--- src/rtl/core/stb_pkg.sv ---
// Shared types and codes for the software timer bank.
// Command/status structs join the controller and the datapath.
// No dependencies.
package stb_pkg;

  // input mode codes
  localparam logic [2:0] MODE_TICK    = 3'd0;
  localparam logic [2:0] MODE_CREATE  = 3'd1;
  localparam logic [2:0] MODE_START   = 3'd2;
  localparam logic [2:0] MODE_CHANGE  = 3'd3;
  localparam logic [2:0] MODE_STOP    = 3'd4;
  localparam logic [2:0] MODE_DELETE  = 3'd5;
  localparam logic [2:0] MODE_QUERY   = 3'd6;
  localparam logic [2:0] MODE_UNKNOWN = 3'd7;

  // result kinds
  localparam logic [1:0] KIND_DONE    = 2'd0;
  localparam logic [1:0] KIND_FAILED  = 2'd1;
  localparam logic [1:0] KIND_EXPIRED = 2'd2;

  typedef enum logic [2:0] {
    ST_IDLE,
    ST_CMD_RD,
    ST_CMD_EV,
    ST_TICK_RD,
    ST_TICK_EV,
    ST_TICK_END
  } stb_state_t;

  typedef struct packed {
    logic accept;    // latch the input item, clear the sweep
    logic tick_step; // commit one slot of the tick sweep
    logic cmd_exec;  // commit a command and post its result
    logic flush;     // post the held expiry as the final result
  } stb_cmd_t;

  typedef struct packed {
    logic in_tick;    // mode on the input port is a tick
    logic out_free;   // output register can take a result this cycle
    logic tick_push;  // current slot expires while an expiry is already held
    logic sweep_end;  // sweep is at the last slot
    logic pend_valid; // an expiry is held back awaiting its last flag
  } stb_status_t;

endpackage

--- src/rtl/core/stb_ctrl.sv ---
// Controller for the software timer bank: sequences commands and tick sweeps.
// Depends on stb_pkg; drives stb_dp through stb_cmd_t.
module stb_ctrl (
  input  logic                clk,
  input  logic                rst,
  input  logic                in_valid,
  output logic                in_stall,
  input  stb_pkg::stb_status_t st,
  output stb_pkg::stb_cmd_t    cmd
);
  import stb_pkg::*;

  stb_state_t state, state_next;

  always_ff @(posedge clk) begin
    if (rst) state <= ST_IDLE;
    else     state <= state_next;
  end

  always_comb begin
    state_next = state;
    unique case (state)
      ST_IDLE: begin
        if (in_valid) state_next = st.in_tick ? ST_TICK_RD : ST_CMD_RD;
      end
      ST_CMD_RD:  state_next = ST_CMD_EV;
      ST_CMD_EV: begin
        if (st.out_free) state_next = ST_IDLE;
      end
      ST_TICK_RD: state_next = ST_TICK_EV;
      ST_TICK_EV: begin
        if (!st.tick_push || st.out_free)
          state_next = st.sweep_end ? ST_TICK_END : ST_TICK_RD;
      end
      ST_TICK_END: begin
        if (!st.pend_valid || st.out_free) state_next = ST_IDLE;
      end
      default: state_next = ST_IDLE;
    endcase
  end

  always_comb begin
    cmd      = '0;
    in_stall = 1'b1;
    unique case (state)
      ST_IDLE: begin
        in_stall   = 1'b0;
        cmd.accept = in_valid;
      end
      ST_CMD_EV:   cmd.cmd_exec  = st.out_free;
      ST_TICK_EV:  cmd.tick_step = !st.tick_push || st.out_free;
      ST_TICK_END: cmd.flush     = st.pend_valid && st.out_free;
      default: ;
    endcase
  end

endmodule

--- src/rtl/core/stb_dp.sv ---
// Datapath for the software timer bank: slot flags, period and countdown
// memories, tick sweep counter, held expiry and output register.
// Depends on stb_pkg; controlled by stb_ctrl.
module stb_dp #(
  parameter int NUM_SLOTS   = 8,
  parameter int PERIOD_BITS = 32
) (
  input  logic                 clk,
  input  logic                 rst,
  input  stb_pkg::stb_cmd_t    cmd,
  output stb_pkg::stb_status_t st,
  input  logic [2:0]           mode,
  input  logic [2:0]           timer_index,
  input  logic [31:0]          period_value,
  input  logic                 repeat_flag,
  output logic                 out_valid,
  input  logic                 out_stall,
  output logic [1:0]           result_kind,
  output logic [2:0]           slot_out,
  output logic                 running_flag,
  output logic                 last
);
  import stb_pkg::*;

  localparam int SLOT_W = (NUM_SLOTS > 1) ? $clog2(NUM_SLOTS) : 1;
  localparam int PW     = PERIOD_BITS;

  function automatic logic [SLOT_W-1:0] first_free(input logic [NUM_SLOTS-1:0] u);
    logic [SLOT_W-1:0] r;
    r = '0;
    for (int i = NUM_SLOTS - 1; i >= 0; i--) begin
      if (!u[i]) r = SLOT_W'(i);
    end
    return r;
  endfunction

  logic [NUM_SLOTS-1:0] slot_used, running, repeating;
  logic [PW-1:0]        per_mem [NUM_SLOTS];
  logic [PW-1:0]        cd_mem  [NUM_SLOTS];
  logic [PW-1:0]        per_rd, cd_rd;

  // latched item
  logic [2:0]    mode_lat;
  logic [2:0]    idx_lat;
  logic [PW-1:0] per_lat;
  logic          rep_lat;

  logic [SLOT_W-1:0] sweep;
  logic              pend_valid;
  logic [2:0]        pend_slot;
  logic              pend_run;

  logic [SLOT_W-1:0] slot_a, rd_a, free_a;
  logic              in_range, idx_ok, bank_full, expire, sweep_end, out_free;

  // command result and write controls
  logic [1:0]    ex_kind;
  logic [2:0]    ex_slot;
  logic          ex_run, create_ok, cmd_ok;
  logic [PW-1:0] new_per;
  logic          cd_we, per_we;
  logic [SLOT_W-1:0] cd_wa, per_wa;
  logic [PW-1:0] cd_wd, per_wd;

  always_ff @(posedge clk) begin
    if (cmd.accept) begin
      mode_lat <= mode;
      idx_lat  <= timer_index;
      per_lat  <= period_value[PW-1:0];
      rep_lat  <= repeat_flag;
    end
  end

  assign slot_a    = SLOT_W'(idx_lat);
  assign in_range  = 32'(idx_lat) < NUM_SLOTS;
  assign idx_ok    = in_range && slot_used[slot_a] && (mode_lat != MODE_UNKNOWN);
  assign bank_full = &slot_used;
  assign free_a    = first_free(slot_used);
  assign create_ok = !bank_full && (per_lat != '0);
  assign sweep_end = sweep == SLOT_W'(NUM_SLOTS - 1);
  assign expire    = running[sweep] && (cd_rd <= PW'(1));
  assign out_free  = !out_valid || !out_stall;
  assign rd_a      = (mode_lat == MODE_TICK) ? sweep : slot_a;
  // start reloads the stored period; change takes a nonzero new one
  assign new_per   = (mode_lat == MODE_CHANGE && per_lat != '0) ? per_lat : per_rd;

  always_comb begin
    st.in_tick    = mode == MODE_TICK;
    st.out_free   = out_free;
    st.tick_push  = expire && pend_valid;
    st.sweep_end  = sweep_end;
    st.pend_valid = pend_valid;
  end

  // command outcome
  always_comb begin
    ex_kind = KIND_FAILED;
    ex_slot = idx_lat;
    ex_run  = 1'b0;
    cmd_ok  = 1'b0;
    if (mode_lat == MODE_CREATE) begin
      ex_slot = '0;
      if (create_ok) begin
        ex_kind = KIND_DONE;
        ex_slot = 3'(free_a);
      end
    end else if (idx_ok) begin
      cmd_ok  = 1'b1;
      ex_kind = KIND_DONE;
      case (mode_lat)
        MODE_START, MODE_CHANGE: ex_run = 1'b1;
        MODE_QUERY:              ex_run = running[slot_a];
        default:                 ex_run = 1'b0;
      endcase
    end
  end

  // memory write controls
  always_comb begin
    cd_we  = 1'b0;
    cd_wa  = sweep;
    cd_wd  = cd_rd - PW'(1);
    per_we = 1'b0;
    per_wa = slot_a;
    per_wd = per_lat;
    if (cmd.tick_step && running[sweep]) begin
      cd_we = 1'b1;
      if (expire) cd_wd = repeating[sweep] ? per_rd : '0;
    end
    if (cmd.cmd_exec) begin
      if (mode_lat == MODE_CREATE && create_ok) begin
        per_we = 1'b1;
        per_wa = free_a;
      end
      if (cmd_ok && (mode_lat == MODE_START || mode_lat == MODE_CHANGE)) begin
        cd_we  = 1'b1;
        cd_wa  = slot_a;
        cd_wd  = new_per;
        per_we = (mode_lat == MODE_CHANGE) && (per_lat != '0);
      end
    end
  end

  always_ff @(posedge clk) begin
    if (cd_we)  cd_mem[cd_wa]   <= cd_wd;
    if (per_we) per_mem[per_wa] <= per_wd;
    cd_rd  <= cd_mem[rd_a];
    per_rd <= per_mem[rd_a];
  end

  // slot flags
  always_ff @(posedge clk) begin
    if (rst) begin
      slot_used <= '0;
      running   <= '0;
      repeating <= '0;
    end else begin
      if (cmd.tick_step && expire) running[sweep] <= repeating[sweep];
      if (cmd.cmd_exec) begin
        if (mode_lat == MODE_CREATE) begin
          if (create_ok) begin
            slot_used[free_a] <= 1'b1;
            running[free_a]   <= 1'b0;
            repeating[free_a] <= rep_lat;
          end
        end else if (cmd_ok) begin
          case (mode_lat)
            MODE_START, MODE_CHANGE: running[slot_a] <= 1'b1;
            MODE_STOP:               running[slot_a] <= 1'b0;
            MODE_DELETE: begin
              running[slot_a]   <= 1'b0;
              slot_used[slot_a] <= 1'b0;
            end
            default: ;
          endcase
        end
      end
    end
  end

  // sweep counter and held expiry (last flag is known only once the next
  // expiry or the end of the sweep is seen)
  always_ff @(posedge clk) begin
    if (rst) begin
      sweep      <= '0;
      pend_valid <= 1'b0;
    end else begin
      if (cmd.accept) begin
        sweep      <= '0;
        pend_valid <= 1'b0;
      end
      if (cmd.tick_step) begin
        if (!sweep_end) sweep <= sweep + SLOT_W'(1);
        if (expire) pend_valid <= 1'b1;
      end
      if (cmd.flush) pend_valid <= 1'b0;
    end
  end

  always_ff @(posedge clk) begin
    if (cmd.tick_step && expire) begin
      pend_slot <= 3'(sweep);
      pend_run  <= repeating[sweep];
    end
  end

  // output register
  always_ff @(posedge clk) begin
    if (rst) begin
      out_valid <= 1'b0;
    end else if (cmd.cmd_exec || cmd.flush || (cmd.tick_step && expire && pend_valid)) begin
      out_valid <= 1'b1;
    end else if (!out_stall) begin
      out_valid <= 1'b0;
    end
  end

  always_ff @(posedge clk) begin
    if (cmd.cmd_exec) begin
      result_kind  <= ex_kind;
      slot_out     <= ex_slot;
      running_flag <= ex_run;
      last         <= 1'b1;
    end else if (cmd.flush || (cmd.tick_step && expire && pend_valid)) begin
      result_kind  <= KIND_EXPIRED;
      slot_out     <= pend_slot;
      running_flag <= pend_run;
      last         <= cmd.flush;
    end
  end

endmodule

--- src/rtl/core/software_timer_bank_top.sv ---
// Software timer bank. Commands: after accept, a memory read state, then an
// execute state that writes the result to the output register and returns
// to idle. Tick: one memory read state and one update state per slot, then
// one closing state, one expiry result per expiring slot; any item takes
// longer while the output is stalled. One item at a time.
// Synchronous reset clears all slot flags; period and countdown memories are
// written before use.
module software_timer_bank_top #(
  parameter int NUM_SLOTS   = 8,
  parameter int PERIOD_BITS = 32
) (
  input  logic        clk,
  input  logic        rst,
  input  logic        in_valid,
  output logic        in_stall,
  input  logic [2:0]  mode,
  input  logic [2:0]  timer_index,
  input  logic [31:0] period_value,
  input  logic        repeat_flag,
  output logic        out_valid,
  input  logic        out_stall,
  output logic [1:0]  result_kind,
  output logic [2:0]  slot_out,
  output logic        running_flag,
  output logic        last
);
  import stb_pkg::*;

  stb_cmd_t    cmd;
  stb_status_t st;

  stb_ctrl u_ctrl (
    .clk      (clk),
    .rst      (rst),
    .in_valid (in_valid),
    .in_stall (in_stall),
    .st       (st),
    .cmd      (cmd)
  );

  stb_dp #(
    .NUM_SLOTS   (NUM_SLOTS),
    .PERIOD_BITS (PERIOD_BITS)
  ) u_dp (
    .clk          (clk),
    .rst          (rst),
    .cmd          (cmd),
    .st           (st),
    .mode         (mode),
    .timer_index  (timer_index),
    .period_value (period_value),
    .repeat_flag  (repeat_flag),
    .out_valid    (out_valid),
    .out_stall    (out_stall),
    .result_kind  (result_kind),
    .slot_out     (slot_out),
    .running_flag (running_flag),
    .last         (last)
  );

endmodule

--- config.mk ---
export PLATFORM = sky130hd
export DESIGN_NAME = software_timer_bank_top
export DESIGN_NICKNAME = d
export VERILOG_FILES = /design/src/rtl/core/stb_pkg.sv /design/src/rtl/core/stb_ctrl.sv /design/src/rtl/core/stb_dp.sv /design/src/rtl/core/software_timer_bank_top.sv
export SDC_FILE = /design/constraint.sdc
export NUM_CORES = 1
export LEC_CHECK = 0
export ABC_AREA = 1
export BUFFER_PORTS_ARGS = -buffer_cell sky130_fd_sc_hd__buf_2
export CORE_MARGIN = 1.5
export CORE_UTILIZATION = 65
export DETAILED_ROUTE_END_ITERATION = 12
export PLACE_DENSITY = 0.86
export RECOVER_POWER = 25
export SLEW_MARGIN = 25
export SYNTH_ARGS = -nofsm -noshare
export SYNTH_HDL_FRONTEND = slang
export SYNTH_HIERARCHICAL = 1
export SYNTH_SLANG_ARGS = --single-unit
--- constraint.sdc ---
create_clock -name clk -period 6.55 [get_ports clk]
set_input_delay 0.3275 -clock clk [delete_from_list [all_inputs] [get_ports clk]]
set_output_delay 0.3275 -clock clk [all_outputs]
set_load 0.005 [all_outputs]
; ---- After elaboration in Yosys (flattened, before gate mapping)
; Memory sizes are Yosys's and may differ from the RTL's. A register that Yosys moved wholly into a read port is not among the register bits.
; Cells that the tools add are included.
[word_totals]
ff_bits = 82
ram_bits = 512
input_bits = 43
out_inout_bits = 9
n_memories = 2
[op_classes]
addsub = 2
magnitude_cmp = 7
n_eq_ne = 19
muxes = 92
bitwise = 7
reduce_logical = 40
[mem_list]
columns = memory, depth, word_bits, read_ports, rd_ports_with_merged_regs, write_ports, line_no
row1 = u_dp.cd_mem, 8, 32, 1, 1, 1, stb_dp.sv:39  ; logic [PW-1:0] cd_mem [NUM_SLOTS];
row2 = u_dp.per_mem, 8, 32, 1, 1, 1, stb_dp.sv:38  ; logic [PW-1:0] per_mem [NUM_SLOTS];
[op_table]
columns = cell, count
row1 = 32-bit 2-to-1 mux, 6
row2 = 8-bit 2-to-1 mux, 10
row3 = 3-bit 2-to-1 mux, 25
row4 = 1-bit 2-to-1 mux, 35
row5 = 32-bit by 1-bit <= comparator with 1-bit output (second input constant), 1
row6 = 32-bit nonzero test, 1
row7 = 32-bit by 1-bit subtractor with 32-bit output (second input constant), 1
row8 = 8-bit bitwise AND, 3
row9 = 3-bit == test (second input constant), 6
row10 = 3-bit case mux with 6 select lines, 1
row11 = 8-bit bitwise mux, 2
row12 = 8-bit NOT, 2
row13 = 8-bit bitwise OR, 2
row14 = 8-bit case mux with 2 select lines, 1
row15 = 1-bit logical AND, 14
row16 = 1-bit binary-select mux with 3-bit select, 4
row17 = 3-bit by 2-bit == test with 1-bit output (second input constant), 4
row18 = 3-bit by 4-bit < comparator with 1-bit output (second input constant), 3
row19 = 2-bit by 1-bit != test with 1-bit output (second input constant), 5
row20 = 1-bit demux with 3-bit select, 3
row21 = 3-bit by 1-bit >= comparator with 1-bit output (second input constant), 3
row22 = 3-bit zero test, 3
row23 = 2-bit 2-to-1 mux, 4
row24 = 4-bit AND reduction, 2
row25 = other kinds (11), 26

; ---- Longest topological paths before layout
[logic_depth]
depth_word = 17
mapped_depth = 20

; ---- Hierarchy
; Netlist, hierarchy kept.
[by_module_without_submodules]
columns = module, n_inst, cells_per_inst, area_each_um2, seq_area_each_um2
row1 = stb_dp, 1, 2364, 27122.3, 18728.0
row2 = stb_ctrl, 1, 45, 252.7, 60.1

; ---- Worst setup path before layout
; OpenSTA, ideal clock, no wires.
[synth_timing]
path_type = register -> register
start = register u_dp.cd_rd[0] (read register of u_dp.cd_mem)
end = memory u_dp/cd_mem[1][0] (netlist bit), enable pin
arrival_ps = 3172
required_ps = 6129
slack_ps = 2957
path_stages_with_launch = 14
n_path_buf = 0
path_cell_list = dfxtp_1 inv_1 ha_1 nand2_1 nor2_4 nor2_1 nor4b_1 inv_1 nor2_1 nor2_1 inv_1 o21ai_0 nand3_1 nor2_1
[synth_rtl]
columns = item, line_no
row1 = start: declaration, stb_dp.sv:40  ; logic [PW-1:0] per_rd, cd_rd;
row2 = end: declaration, stb_dp.sv:39

; ---- Worst setup path in the final report
[layout_timing]
start = register u_dp.idx_lat[0]
end = memory u_dp/cd_mem[2][0] (netlist bit), enable pin
[layout_between]
elab_chain_len = 10
word_cells_on_any_way = 12
[layout_rtl]
columns = item, line_no
row1 = start: declaration, stb_dp.sv:44  ; logic [2:0] idx_lat;
row2 = start signal: assignment, stb_dp.sv:68  ; idx_lat <= timer_index;
row3 = 1-bit binary-select mux with 3-bit select, stb_dp.sv:76  ; assign idx_ok = in_range && slot_used[slot_a] && (mode_lat != MODE_UNKNOWN);
row4 = 1-bit 2-to-1 mux (implied by the code), stb_dp.sv:76
row5 = 1-bit logical AND, stb_dp.sv:76
row6 = 1-bit 2-to-1 mux, stb_dp.sv:107  ; end else if (idx_ok) begin
row7 = 1-bit 2-to-1 mux, stb_dp.sv:101  ; if (mode_lat == MODE_CREATE) begin
row8 = 1-bit logical AND, stb_dp.sv:135  ; if (cmd_ok && (mode_lat == MODE_START || mode_lat == MODE_CHANGE)) begin
row9 = 1-bit 2-to-1 mux, stb_dp.sv:135
row10 = 1-bit 2-to-1 mux, stb_dp.sv:130  ; if (cmd.cmd_exec) begin
row11 = 1-bit 2-to-1 mux, stb_dp.sv:145  ; if (cd_we) cd_mem[cd_wa] <= cd_wd;
row12 = 1-bit 2-to-1 mux (implied by the code), stb_dp.sv:145
; Several ways; a longest one is shown, not always the timed one. The select of a mux whose other input is x is not followed.

==> flow_summary.yaml <==
timing:
  min_period_over_period: 0.660
  fin_skew_ns: 0.0189
  worst_pin_slew_ns: 1.04
  rsz0062_at_grt: "false"
  final-setup-viol-count: 0
  drv_slew: 0
  finalSetupTns_ns: 0
  timing.slew.headroom: 0.309
  hold_viol: 0
  period_needed_ns: 4.33
  max_freq_ghz: 0.231
logic_synthesis:
  yosys.area.top_type_share: 0.615
  synth_ff_type: "edfxtp_1"
  synth_seq_cells: 658
  synth_cell_types: 48
  synth_nets: 2458
  async_reset_ff_frac: 0
  netlist_top_cells_area: "edfxtp_1 (62%), dfxtp_1 (7.1%), nor2_1 (5.5%)"
  yosys.area.top_type: "edfxtp_1"
  syn_avg_cell_area_um2: 11.4
  synthesis.area_um2: 27400
  synthCells: 2409
  synth_edf_count: 561
  ys_seq_area_frac: 0.686
  yosysWarnings: 6
critical_path:
  crit_top_cell: "nand2_1"
  reg2reg_slack_ns: 2.22
  critPathMaxStageDelay_ns: 0.57
  worstRegToRegCells: 16
  crit_arrival_ns: 4.66
  path_max_fanout: 50
  crit_path_end_kind: "register"
  cp_slowest_cell: "nor2_4"
  critPathLaunchType: "register"
  critPathBufInv: 3
  cpLargestDelayFamily: "simple AND/OR/NAND/NOR gates"
  cp.required_ns: 6.89
  crit_type: "reg -> reg"
  rr_startpoint: "u_dp/idx_lat[0]"
  reg2reg_to: "u_dp/cd_mem[2][0]"
  worstPathCellList: "inv_1, nand2_1, nand2_1, nand2_1, nand2_1, nand2_1, nand2_2, nand2_4, nor2_8, nand3_4, clkinv_2, nand2_1, nand2_1, nand2_1, nor2_4, buf_16"
run:
  drv_cap: 0
worst_hold_path:
  hp-start: "rst"
  whs_endpoint: "u_dp/slot_used[0]"
  holdPathStages: 2
  hold_class: "in -> reg"
grt:
  antenna_found_initial: 1
  overflow: 0
  grt_pass1_wl_um: 105000
  grt_pass1_vias: 18600
  grt_max_degree: 164
  grt_usage: 0.316
cts:
  clockRootBuffer: "clkbuf_16"
  post_cts_buffers: 0
  clk_pin_slew_ns: 0.07
  clock_latency_ns: 0.63
  clockBufferDepth: 3
  cts_made_buffers: 60
  cts_tree: "done"
  h-tree-depth: 2
  clock-sinks: 658
floorplan:
  initial_core_util: 0.656
  die_y_um: 208
  die_w_um: 208
  rows: 75
  core_area_um2: 41800
  dieArea_um2: 43400
  ios: 52
route:
  drtIter0Drc: 2918
  drc: 0
  routed_wl_um: 68700
  dr.pass1.iters: 9
  vias_per_cell: 6.42
  num_vias: 19600
  ant_nets: 0
  routedWlPerCell_um: 22.5
placement:
  port_buffers: 51
  hpwl_um: 40200
  routabilityCongestion: 0.998
power_and_ir_drop:
  seqPwrFrac: 0.506
  leakagePower_uw: 0.0106
  pwr-share-comb: 0.144
  p_sw_uw: 2790
  p_per_area_nw_per_um2: 330
  swShare: 0.276
  clkPwrFrac: 0.350
  vdd_drop_max_mv: 0.298
  internal-power_uw: 7310
status:
  outcome: "completed"
finish:
  layout-drive-gt1-share: 0.114
  multi_input_area_um2: 7660
  areaGrowthSynthToFinish_pct: 11.8
  fillCellCount: 2587
  diodes: 0
  final_core_util: 0.733
  register_area_um2: 18800
  fin_nets: 2510
## cells in the final DEF (no fill, tap or decap), drive strengths merged, types with 2 or more instances in the layout
master | Yosys | routed
o211ai | 20 | 20
nand3b | 2 | 2
nand4 | 19 | 19
dlygate4sd3 | 0 | 39
xnor2 | 9 | 9
clkinv | 2 | 27
mux2 | 63 | 63
o21ai | 333 | 333
a21oi | 44 | 44
xor2 | 9 | 9
dfxtp | 97 | 97
nand2 | 350 | 350
clkbuf | 47 | 83
edfxtp | 561 | 561
nand3 | 64 | 64
o22ai | 140 | 140
nor2 | 413 | 413
buf | 83 | 73
a31oi | 3 | 3
nor3 | 14 | 14
bufinv | 0 | 4
ha | 6 | 6
o21bai | 4 | 4
clkinvlp | 0 | 5
or2 | 3 | 3
inv | 116 | 120
## worst max-delay path by stage
stage	slack [ns]	to	start	depth (start not counted)
CTS	2.06	u_dp/cd_mem[4][27]	u_dp/idx_lat[0]	15
global route	1.96	u_dp/cd_mem[2][24]	u_dp/idx_lat[0]	16
global placement	2.23	u_dp/cd_mem[0][5]	u_dp/idx_lat[0]	15
finish	2.22	u_dp/cd_mem[2][0]	u_dp/idx_lat[0]	16
detailed placement	2.09	u_dp/cd_mem[2][2]	u_dp/idx_lat[0]	15
floorplan	2.96	u_dp/cd_mem[1][0]	u_dp/cd_rd[0]	13
## state kept, by name, indices dropped and copies added, names as in the netlist, 2 cells and up
name / cells
u_ctrl/state: 3
u_dp/cd_mem: 256
u_dp/cd_rd: 32
u_dp/idx_lat: 3
u_dp/mode_lat: 3
u_dp/pend_slot: 3
u_dp/per_lat: 32
u_dp/per_mem: 256
u_dp/per_rd: 32
u_dp/repeating: 8
u_dp/result_kind: 2
u_dp/running: 8
u_dp/slot_out: 3
u_dp/slot_used: 8
u_dp/sweep: 3
## Yosys cell counts, types with 4 or more instances
| cell | number |
|---|---|
| nor2_2 | 6 |
| nand2_2 | 5 |
| mux2_2 | 63 |
| inv_1 | 107 |
| nor3_1 | 13 |
| clkbuf_1 | 46 |
| nand3_1 | 60 |
| nor2_4 | 4 |
| o21ai_1 | 85 |
| xor2_1 | 9 |
| dfxtp_1 | 97 |
| nand4_1 | 18 |
| nand2_1 | 344 |
| buf_2 | 69 |
| o211ai_1 | 20 |
| buf_4 | 11 |
| nor2_1 | 402 |
| o21ai_0 | 246 |
| o22ai_1 | 140 |
| a21oi_1 | 43 |
| ha_1 | 6 |
| o21bai_1 | 4 |
| inv_2 | 9 |
| xnor2_1 | 9 |
| edfxtp_1 | 561 |
## power groups by stage
| stage | sequential, uW | combinational, uW | clock [uW] |
|---|---|---|---|
| floorplan | 5090 | 990 | 0 |
| global placement | 5180 | 1310 | 0 |
| detailed placement | 5180 | 1370 | 0 |
| CTS | 5100 | 1410 | 3530 |
| global route | 5120 | 1580 | 3700 |
| finish | 5110 | 1460 | 3540 |
## cells by family (layout without fill, tap and decap cells)
logic type	after synthesis	in the layout	share of synthesized area
xor gates and xnor gates	18	18	0.00576
AOI/OAI and AO/OA	549	549	0.110
and+or+nand+nor	867	867	0.130
DFF	658	658	0.686
adders and majority gates	6	6	0.00274
muxes	63	63	0.0259
buffers and inverters	248	351	0.0396
## final cells by class
class | count | area share
Clock inverter | 38 | 0.0109
Clock buffer | 75 | 0.0543
Sequential cell | 658 | 0.614
Multi-Input combinational cell | 1503 | 0.250
Tap cell | 539 | 0.0220
Inverter | 118 | 0.0148
Timing Repair Buffer | 120 | 0.0335
## routing by layer
layer / global-route usage / up-vias / part of all wire
met1: 0.443 / 9441 / 0.39
met4: 0.114 / 2 / 0.029
met5: 0 / - / 0.00019
li1: - / 8670 / -
met3: 0.0527 / 163 / 0.11
met2: 0.504 / 1305 / 0.47
## worst register-to-register path, delay by kind of cell (launching register included)
kind,cells,cell delay [ns]
flops,1,0.54
simple gates,13,2.21
buf+inv,3,1.27
## stage by stage
| stage | hold slack (ns) | std cells | instance area [um2] | total power (uW) | setup WS [ns] |
|---|---|---|---|---|---|
| floorplan | 0.397 | 2409 | 27400 | 6080 | 2.96 |
| global placement | 0.460 | 2890 | 28000 | 6490 | 2.23 |
| detailed placement | 0.500 | 2894 | 28100 | 6560 | 2.09 |
| CTS | 0.0760 | 3046 | 30500 | 10000 | 2.06 |
| global route | 0.0995 | 3051 | 30600 | 10400 | 1.96 |
| finish | 0.0989 | 3051 | 30600 | 10100 | 2.22 |
## repair_timing
action / 4_1_cts / 5_1_grt
hold endpoints to repair: 39 / 0
gates resized for setup: 0 / 0
hold buffers: 39 / 0
Power figures use the tool's default switching activity.
